`config.mk`:
```
export PLATFORM = sky130hd
export DESIGN_NAME = reader_counted_slot_publisher_flat
export DESIGN_NICKNAME = d
export VERILOG_FILES = /design/src/hdl/rcsp_pkg.sv /design/src/hdl/rcsp_req_if.sv /design/src/hdl/rcsp_rsp_if.sv /design/src/hdl/reader_counted_slot_publisher.sv /design/src/hdl/rcsp_cell.sv /design/src/hdl/rcsp_ctrl.sv /design/src/flat_wrapper.sv
export SDC_FILE = /design/constraint.sdc
export NUM_CORES = 1
export LEC_CHECK = 0
export BUFFER_PORTS_ARGS = -buffer_cell sky130_fd_sc_hd__buf_2
export CAP_MARGIN = 0
export CORE_UTILIZATION = 45
export CTS_CLUSTER_DIAMETER = 200
export DETAILED_ROUTE_END_ITERATION = 12
export PLACE_DENSITY = 0.72
export SYNTH_ARGS = -nofsm -noshare
export SYNTH_HDL_FRONTEND = slang
export SYNTH_SLANG_ARGS = --single-unit
```
`constraint.sdc`:
```
create_clock -name clk -period 4.5 [get_ports clk]
set_clock_uncertainty 0.1 [all_clocks]
set_input_delay 0.225 -clock clk [delete_from_list [all_inputs] [get_ports clk]]
set_output_delay 0.225 -clock clk [all_outputs]
set_load 0.02 [all_outputs]
```
`src/hdl/rcsp_pkg.sv`:
```
// ----------------------------------------------------------------------------
// rcsp_pkg: shared types and constants of the reader-counted slot publisher
// Holds the command and status codes, the controller states and the records
// that pass between the controller and the row of slot cells.
// ----------------------------------------------------------------------------
package rcsp_pkg;

    localparam int SLOT_BITS = 4;

    typedef enum logic [1:0] {
        CMD_ACQUIRE = 2'd0,
        CMD_RELEASE = 2'd1,
        CMD_PUBLISH = 2'd2,
        CMD_CLEAR   = 2'd3
    } cmd_t;

    typedef enum logic [1:0] {
        STATUS_OK        = 2'd0,
        STATUS_NONE      = 2'd1,
        STATUS_NOFREE    = 2'd2,
        STATUS_COUNT_ERR = 2'd3
    } status_t;

    typedef enum logic {
        S_IDLE   = 1'b0,
        S_SEARCH = 1'b1
    } state_t;

    typedef enum logic [1:0] {
        COUNT_HOLD = 2'd0,
        COUNT_INC  = 2'd1,
        COUNT_DEC  = 2'd2
    } count_op_t;

    typedef struct packed {
        count_op_t             count_op;
        logic [SLOT_BITS-1:0]  target;
        logic                  tok_load;
        logic                  tok_shift;
        logic [SLOT_BITS-1:0]  tok_start;
    } cell_ctl_t;

endpackage

```
`src/hdl/rcsp_req_if.sv`:
```
// ----------------------------------------------------------------------------
// rcsp_req_if: request channel of the slot publisher
// Valid/ready channel that carries one command per transfer.
// ----------------------------------------------------------------------------
interface rcsp_req_if;
    logic       valid;
    logic       ready;
    logic [1:0] command;
    logic [3:0] slot;
    logic       content_valid;

    modport source (output valid, output command, output slot, output content_valid,
                    input ready);
    modport sink   (input valid, input command, input slot, input content_valid,
                    output ready);
endinterface

```
`src/hdl/rcsp_rsp_if.sv`:
```
// ----------------------------------------------------------------------------
// rcsp_rsp_if: response channel of the slot publisher
// Valid/ready channel that carries one result per transfer.
// ----------------------------------------------------------------------------
interface rcsp_rsp_if;
    logic       valid;
    logic       ready;
    logic [1:0] status;
    logic [3:0] granted_slot;

    modport source (output valid, output status, output granted_slot, input ready);
    modport sink   (input valid, input status, input granted_slot, output ready);
endinterface

```
`src/hdl/reader_counted_slot_publisher.sv`:
```
// ----------------------------------------------------------------------------
// Responses: acquire, release, clear and rejected publish answer in the cycle
// after the request transfer; a publish search answers once the search token
// finds a cell with no readers or has passed the last cell of its walk.
// Throughput: one request per cycle while responses are taken; a publish of
// valid content holds the request channel until the token walk ends.
// ----------------------------------------------------------------------------
// ----------------------------------------------------------------------------
// reader_counted_slot_publisher: top level
// A ring of slot cells with reader counts, driven by a command sequencer.
// Reset clears every reader count and the published mark.
// ----------------------------------------------------------------------------
module reader_counted_slot_publisher #(
    parameter int SLOT_COUNT = 3,
    parameter int COUNT_BITS = 8
) (
    input  logic       clk,
    input  logic       rst_n,
    rcsp_req_if.sink   req,
    rcsp_rsp_if.source rsp
);

    rcsp_pkg::cell_ctl_t   ctl;
    logic [SLOT_COUNT-1:0] zero_vec;
    logic [SLOT_COUNT-1:0] full_vec;
    logic [SLOT_COUNT-1:0] hit_vec;
    logic [SLOT_COUNT-1:0] tok_vec;

    rcsp_ctrl #(
        .SLOT_COUNT (SLOT_COUNT)
    ) u_ctrl (
        .clk      (clk),
        .rst_n    (rst_n),
        .req      (req),
        .rsp      (rsp),
        .zero_vec (zero_vec),
        .full_vec (full_vec),
        .hit_vec  (hit_vec),
        .ctl      (ctl)
    );

    for (genvar i = 0; i < SLOT_COUNT; i++)
    begin : g_cell
        rcsp_cell #(
            .COUNT_BITS (COUNT_BITS),
            .IDX        (rcsp_pkg::SLOT_BITS'(i))
        ) u_cell (
            .clk     (clk),
            .rst_n   (rst_n),
            .ctl     (ctl),
            .tok_in  (tok_vec[(i + SLOT_COUNT - 1) % SLOT_COUNT]),
            .tok_out (tok_vec[i]),
            .zero    (zero_vec[i]),
            .full    (full_vec[i]),
            .hit     (hit_vec[i])
        );
    end

endmodule

```
`src/hdl/rcsp_cell.sv`:
```
// ----------------------------------------------------------------------------
// rcsp_cell: one slot of the ring
// Keeps the reader count of its slot and one bit of the search token, which
// it hands to the next cell of the ring on every search step.
// ----------------------------------------------------------------------------
module rcsp_cell #(
    parameter int                             COUNT_BITS = 8,
    parameter logic [rcsp_pkg::SLOT_BITS-1:0] IDX        = '0
) (
    input  logic                clk,
    input  logic                rst_n,
    input  rcsp_pkg::cell_ctl_t ctl,
    input  logic                tok_in,
    output logic                tok_out,
    output logic                zero,
    output logic                full,
    output logic                hit
);

    logic [COUNT_BITS-1:0] count_reg;
    logic [COUNT_BITS-1:0] count_next;
    logic                  tok_reg;
    logic                  tok_next;
    logic                  selected;

    assign selected = (ctl.target == IDX);

    always_comb
    begin
        count_next = count_reg;
        if (selected)
        begin
            case (ctl.count_op)
                rcsp_pkg::COUNT_INC: count_next = count_reg + COUNT_BITS'(1);
                rcsp_pkg::COUNT_DEC: count_next = count_reg - COUNT_BITS'(1);
                default:             count_next = count_reg;
            endcase
        end
        tok_next = tok_reg;
        if (ctl.tok_load)
        begin
            tok_next = (ctl.tok_start == IDX);
        end
        else if (ctl.tok_shift)
        begin
            tok_next = tok_in;
        end
    end

    always_ff @(posedge clk or negedge rst_n)
    begin
        if (!rst_n)
        begin
            count_reg <= '0;
            tok_reg   <= 1'b0;
        end
        else
        begin
            count_reg <= count_next;
            tok_reg   <= tok_next;
        end
    end

    assign tok_out = tok_reg;
    assign zero    = (count_reg == '0);
    assign full    = (count_reg == '1);
    assign hit     = tok_reg & zero;

endmodule

```
`src/hdl/rcsp_ctrl.sv`:
```
// ----------------------------------------------------------------------------
// rcsp_ctrl: command sequencer of the slot publisher
// Decodes requests, drives the cell row, walks the publish search token and
// holds the published slot and the response register.
// ----------------------------------------------------------------------------
module rcsp_ctrl #(
    parameter int SLOT_COUNT = 3
) (
    input  logic                    clk,
    input  logic                    rst_n,
    rcsp_req_if.sink                req,
    rcsp_rsp_if.source              rsp,
    input  logic [SLOT_COUNT-1:0]   zero_vec,
    input  logic [SLOT_COUNT-1:0]   full_vec,
    input  logic [SLOT_COUNT-1:0]   hit_vec,
    output rcsp_pkg::cell_ctl_t     ctl
);

    localparam int OFF_BITS = (SLOT_COUNT > 2) ? $clog2(SLOT_COUNT) : 1;
    localparam logic [rcsp_pkg::SLOT_BITS-1:0] LAST_SLOT =
        rcsp_pkg::SLOT_BITS'(SLOT_COUNT - 1);
    localparam logic [OFF_BITS-1:0] LAST_OFF = OFF_BITS'(SLOT_COUNT - 1);

    rcsp_pkg::state_t                state_reg;
    rcsp_pkg::state_t                state_next;
    logic [OFF_BITS-1:0]             off_reg;
    logic [OFF_BITS-1:0]             off_next;
    logic [rcsp_pkg::SLOT_BITS-1:0]  pidx_reg;
    logic [rcsp_pkg::SLOT_BITS-1:0]  pidx_next;
    logic                            present_reg;
    logic                            present_next;
    logic                            out_valid_reg;
    logic                            out_valid_next;
    rcsp_pkg::status_t               status_reg;
    rcsp_pkg::status_t               status_next;
    logic [rcsp_pkg::SLOT_BITS-1:0]  granted_reg;
    logic [rcsp_pkg::SLOT_BITS-1:0]  granted_next;

    logic                            accept;
    logic [rcsp_pkg::SLOT_BITS-1:0]  base;
    logic [rcsp_pkg::SLOT_BITS-1:0]  start;
    logic                            pidx_full;
    logic                            slot_zero;
    logic [rcsp_pkg::SLOT_BITS-1:0]  found;

    assign req.ready = (state_reg == rcsp_pkg::S_IDLE) && (!out_valid_reg || rsp.ready);
    assign accept    = req.valid && req.ready;
    assign base      = present_reg ? pidx_reg : '0;
    assign start     = (base == LAST_SLOT) ? '0 : base + rcsp_pkg::SLOT_BITS'(1);

    always_comb
    begin
        pidx_full = 1'b0;
        slot_zero = 1'b0;
        found     = '0;
        for (int i = 0; i < SLOT_COUNT; i++)
        begin
            if (pidx_reg == rcsp_pkg::SLOT_BITS'(i))
            begin
                pidx_full = full_vec[i];
            end
            if (req.slot == rcsp_pkg::SLOT_BITS'(i))
            begin
                slot_zero = zero_vec[i];
            end
            if (hit_vec[i])
            begin
                found = found | rcsp_pkg::SLOT_BITS'(i);
            end
        end
    end

    always_comb
    begin
        state_next     = state_reg;
        off_next       = off_reg;
        pidx_next      = pidx_reg;
        present_next   = present_reg;
        out_valid_next = out_valid_reg && !rsp.ready;
        status_next    = status_reg;
        granted_next   = granted_reg;
        ctl            = '{count_op: rcsp_pkg::COUNT_HOLD, target: '0, tok_load: 1'b0,
                           tok_shift: 1'b0, tok_start: start};

        unique case (state_reg)
            rcsp_pkg::S_IDLE:
            begin
                if (accept)
                begin
                    out_valid_next = 1'b1;
                    status_next    = rcsp_pkg::STATUS_OK;
                    granted_next   = '0;
                    unique case (rcsp_pkg::cmd_t'(req.command))
                        rcsp_pkg::CMD_ACQUIRE:
                        begin
                            if (!present_reg || pidx_reg > LAST_SLOT)
                            begin
                                status_next = rcsp_pkg::STATUS_NONE;
                            end
                            else if (pidx_full)
                            begin
                                status_next = rcsp_pkg::STATUS_COUNT_ERR;
                            end
                            else
                            begin
                                ctl.count_op = rcsp_pkg::COUNT_INC;
                                ctl.target   = pidx_reg;
                                granted_next = pidx_reg;
                            end
                        end
                        rcsp_pkg::CMD_RELEASE:
                        begin
                            if (req.slot > LAST_SLOT || slot_zero)
                            begin
                                status_next = rcsp_pkg::STATUS_COUNT_ERR;
                            end
                            else
                            begin
                                ctl.count_op = rcsp_pkg::COUNT_DEC;
                                ctl.target   = req.slot;
                            end
                        end
                        rcsp_pkg::CMD_PUBLISH:
                        begin
                            if (!req.content_valid)
                            begin
                                status_next = rcsp_pkg::STATUS_NONE;
                            end
                            else
                            begin
                                out_valid_next = 1'b0;
                                ctl.tok_load   = 1'b1;
                                off_next       = OFF_BITS'(1);
                                state_next     = rcsp_pkg::S_SEARCH;
                            end
                        end
                        rcsp_pkg::CMD_CLEAR:
                        begin
                            present_next = 1'b0;
                        end
                        default:
                        begin
                            present_next = present_reg;
                        end
                    endcase
                end
            end
            rcsp_pkg::S_SEARCH:
            begin
                if (|hit_vec)
                begin
                    pidx_next      = found;
                    present_next   = 1'b1;
                    out_valid_next = 1'b1;
                    status_next    = rcsp_pkg::STATUS_OK;
                    granted_next   = found;
                    state_next     = rcsp_pkg::S_IDLE;
                end
                else if (off_reg == LAST_OFF)
                begin
                    out_valid_next = 1'b1;
                    status_next    = rcsp_pkg::STATUS_NOFREE;
                    granted_next   = '0;
                    state_next     = rcsp_pkg::S_IDLE;
                end
                else
                begin
                    ctl.tok_shift = 1'b1;
                    off_next      = off_reg + OFF_BITS'(1);
                end
            end
            default:
            begin
                state_next = rcsp_pkg::S_IDLE;
            end
        endcase
    end

    always_ff @(posedge clk or negedge rst_n)
    begin
        if (!rst_n)
        begin
            state_reg     <= rcsp_pkg::S_IDLE;
            off_reg       <= '0;
            pidx_reg      <= '0;
            present_reg   <= 1'b0;
            out_valid_reg <= 1'b0;
        end
        else
        begin
            state_reg     <= state_next;
            off_reg       <= off_next;
            pidx_reg      <= pidx_next;
            present_reg   <= present_next;
            out_valid_reg <= out_valid_next;
        end
    end

    always_ff @(posedge clk)
    begin
        status_reg  <= status_next;
        granted_reg <= granted_next;
    end

    assign rsp.valid        = out_valid_reg;
    assign rsp.status       = status_reg;
    assign rsp.granted_slot = granted_reg;

endmodule

```
`src/flat_wrapper.sv`:
```
// flat-port wrapper written by rule: the top's interface ports become plain ports
module reader_counted_slot_publisher_flat 
#(
    parameter int SLOT_COUNT = 3,
    parameter int COUNT_BITS = 8
)
  (clk, rst_n, req_valid, req_command, req_slot, req_content_valid, req_ready, rsp_valid, rsp_status, rsp_granted_slot, rsp_ready);
  rcsp_req_if req_i ();
  rcsp_rsp_if rsp_i ();
  input  logic clk;
  input  logic rst_n;
  input wire logic [$bits(req_i.valid)-1:0] req_valid;
  input wire logic [$bits(req_i.command)-1:0] req_command;
  input wire logic [$bits(req_i.slot)-1:0] req_slot;
  input wire logic [$bits(req_i.content_valid)-1:0] req_content_valid;
  output wire logic [$bits(req_i.ready)-1:0] req_ready;
  output wire logic [$bits(rsp_i.valid)-1:0] rsp_valid;
  output wire logic [$bits(rsp_i.status)-1:0] rsp_status;
  output wire logic [$bits(rsp_i.granted_slot)-1:0] rsp_granted_slot;
  input wire logic [$bits(rsp_i.ready)-1:0] rsp_ready;
  assign req_i.valid = req_valid;
  assign req_i.command = req_command;
  assign req_i.slot = req_slot;
  assign req_i.content_valid = req_content_valid;
  assign req_ready = req_i.ready;
  assign rsp_valid = rsp_i.valid;
  assign rsp_status = rsp_i.status;
  assign rsp_granted_slot = rsp_i.granted_slot;
  assign rsp_i.ready = rsp_ready;
  reader_counted_slot_publisher #(.SLOT_COUNT(SLOT_COUNT), .COUNT_BITS(COUNT_BITS)) u_core (.clk(clk), .rst_n(rst_n), .req(req_i), .rsp(rsp_i));
endmodule
```
==> results.cfg <==
[worst_setup_path]
end_kind = register
arrival_ns = 4.06
path_max_fanout = 17
path_class = reg2reg
required_ns = 4.59
worstSetupStartpointType = register

[sta]
fin_setup_tns_ns = 0
report.final.slew_viol_count = 0
hold_ws_ns = 0.1406
fin_ws_ns = 0.5360
slew_headroom_pct = 47.50
period_minus_slack_ns = 3.964
setup_viol = 0
rsz0062_at_grt = false
hold_viol = 0
finalCritPeriodShare_pct = 88.09
fmax_mhz = 252.3
tightest_slew_ns = 0.7874

[pwr]
pwr-share-clk_pct = 28.6
intPower_w = 0.0005914
finalPower_w = 0.0008764
p_switching_w = 0.0002850
vdd_ir_drop_max_uv = 169.3
power.leakage_nw = 1.353
p_seq_share_pct = 51.0
p_per_area_nw_per_um2 = 303.9
combPwrFrac_pct = 20.4
switching_share_pct = 32.52

[route]
drtIter0Drc = 167
drc = 0
drt_first_pass_iters = 4
wl_per_cell_um = 14.38
dr_total_vias = 2085
ant_nets = 0
finalWirelength_um = 5335
avgViaCountPerCell = 5.620

[final_layout]
drive_above_1_share_pct = 13.04
final_cells = 371
diodes = 0
final_common_cell = dfrtp_1
fin_nets = 332
final_cell_mix = dfrtp_1 (34), nand2_1 (29), ha_1 (20)
fillers = 518
syn_to_final_growth_pct = 8.829
largest_reg_flops = 24

[job]
drv_cap = 0

[synthesis]
yosys_warnings = 0
yosysTopAreaCell = dfrtp_1
synth_edf_count = 4
syn_inst = 280
avgSynthCellArea_sq_um = 9.464
synthFlopType = dfrtp_1
seq_area_frac_synth_pct = 36.64
synthArstFlopShare_pct = 89.47
ys_seq_elements = 38
synth_cell_types = 54
synth_area_sq_um = 2650
synth_top_area_share_pct = 32.11
synth_area_leaders = dfrtp_1 (32%), ha_1 (9.4%), edfxtp_1 (4.5%)

[clocking]
clk_path_buf_depth = 2
clk_pin_slew_ns = 0.08
cts.sinks = 38
clk_latency_ns = 0.30
htree_levels = 2
cts_resized = 0
cts_buffers = 5
cts_tree = done
holdBufCountCts = 1
post_cts_buffers = 0
cts_root_buffer = clkbuf_8

[placed_design]
dp_slack_ns = 0.5783
hpwlAfterDp_um = 4007
place_inst = 362
gp_congestion = 0.8999
port_buffers = 16

[floorplan]
initial_utilization_pct = 47.26
die_x_um = 78.74
dieArea_sq_um = 6200
row_count = 27
die_y_um = 78.74
boundaryPins = 19
core_area_sq_um = 5608

[global_route]
grt_pass1_vias = 2014
grt_pass1_wl_um = 9439
grt_usage_pct = 19.76
grt_start_max_net_pins = 35
gr-total-overflow = 0
antenna_found_initial = 0

[outcome]
outcome = completed

[worst_hold_path]
hold_class = in2reg
layer usage:
layer  share of wire, %  global-route usage [%]  routed length, um  up-vias
met2                 48                   33.13               2539       49
met4                1.7                   7.778                 93        0
met3                3.5                   3.218                187        7
met5                  0                       0                  0        -
met1                 47                   25.37               2515      984
li1                   -                       -                  -     1045
power groups by stage:
| stage | clock network, W | registers, W | logic (W) |
|---|---|---|---|
| after floorplan | 0 | 0.000441 | 0.000135 |
| after global placement | 0 | 0.000452 | 0.000176 |
| after detailed placement | 0 | 0.000452 | 0.000181 |
| after CTS | 0.000256 | 0.000446 | 0.000181 |
| after global routing | 0.000273 | 0.000454 | 0.000208 |
| final | 0.000251 | 0.000447 | 0.000179 |
per-stage QoR:
stage,cell area (sq um),util [%]
4_1_cts,2884,51.43
2_1_floorplan,2654,-
3_3_place_gp,2783,49.62
5_1_grt,2884,51.43
6_report,2884,51.43
3_5_place_dp,2783,49.62
final cells by class:
class	instances	area, sq um	area share, %
tap	72	90.09	3.124
timing repair buffer	18	97.59	3.384
inverter	18	67.56	2.343
multi-input combinational	217	1567	54.32
clock buffer	7	86.33	2.993
clock inverter	1	5.005	0.1735
sequential	38	970.9	33.67
worst paths after layout:
path / from / endpoint / slack [ns] / depth (start not counted)
max: u_core.g_cell[1].u_cell.count_reg[5]$_DFFE_PN0P_ / u_core.g_cell[2].u_cell.count_reg[6]$_DFFE_PN0P_ / 0.54 / 14
min: rsp_ready / u_core.u_ctrl.rsp.valid$_DFF_PN0_ / 0.14 / 3
max reg2reg: u_core.g_cell[1].u_cell.count_reg[5]$_DFFE_PN0P_ / u_core.g_cell[2].u_cell.count_reg[6]$_DFFE_PN0P_ / 0.54 / 14
min reg2reg: u_core.g_cell[0].u_cell.count_reg[7]$_DFFE_PN0P_ / u_core.g_cell[0].u_cell.count_reg[7]$_DFFE_PN0P_ / 0.41 / 1
max in group asynchronous: rst_n / u_core.g_cell[2].u_cell.count_reg[3]$_DFFE_PN0P_ / 3.36 / 2
min in group asynchronous: rst_n / u_core.u_ctrl.rsp.valid$_DFF_PN0_ / 0.44 / 2
cell families after synthesis:
logic type | after synthesis | share of synthesized area [%]
xor gates and xnor gates | 19 | 6.280
muxes | 10 | 4.816
other | 1 | 0.1415
DFF | 38 | 36.64
buffers and inverters | 26 | 4.391
and+or+nand+nor | 96 | 19.92
AOI/OAI and AO/OA | 67 | 16.10
adders and majority gates | 23 | 11.71
worst max-delay path, cell delays in order (launching register included):
cell,delay [ns]
dfrtp_1,0.41
or4_1,0.54
nor2_1,0.25
a211oi_1,0.12
o21ai_1,0.24
nor4_1,0.10
ha_1,0.43
buf_4,0.28
fa_1,0.40
a21o_1,0.17
a21oi_1,0.21
o21bai_1,0.09
a21oi_1,0.17
xnor2_1,0.08
mux2_4,0.25
cell usage after synthesis (5+ instances only):
cell,number
o21ai_1,10
nand2_1,29
xor2_1,6
ha_1,20
xnor2_1,13
inv_1,16
o21ai_0,11
nor2_1,15
nor3_1,9
or4_1,7
a21oi_1,17
mux2_4,5
o21a_1,5
nand3_1,11
dfrtp_1,34
nand4_1,5
(Power assumes the default switching activity.)
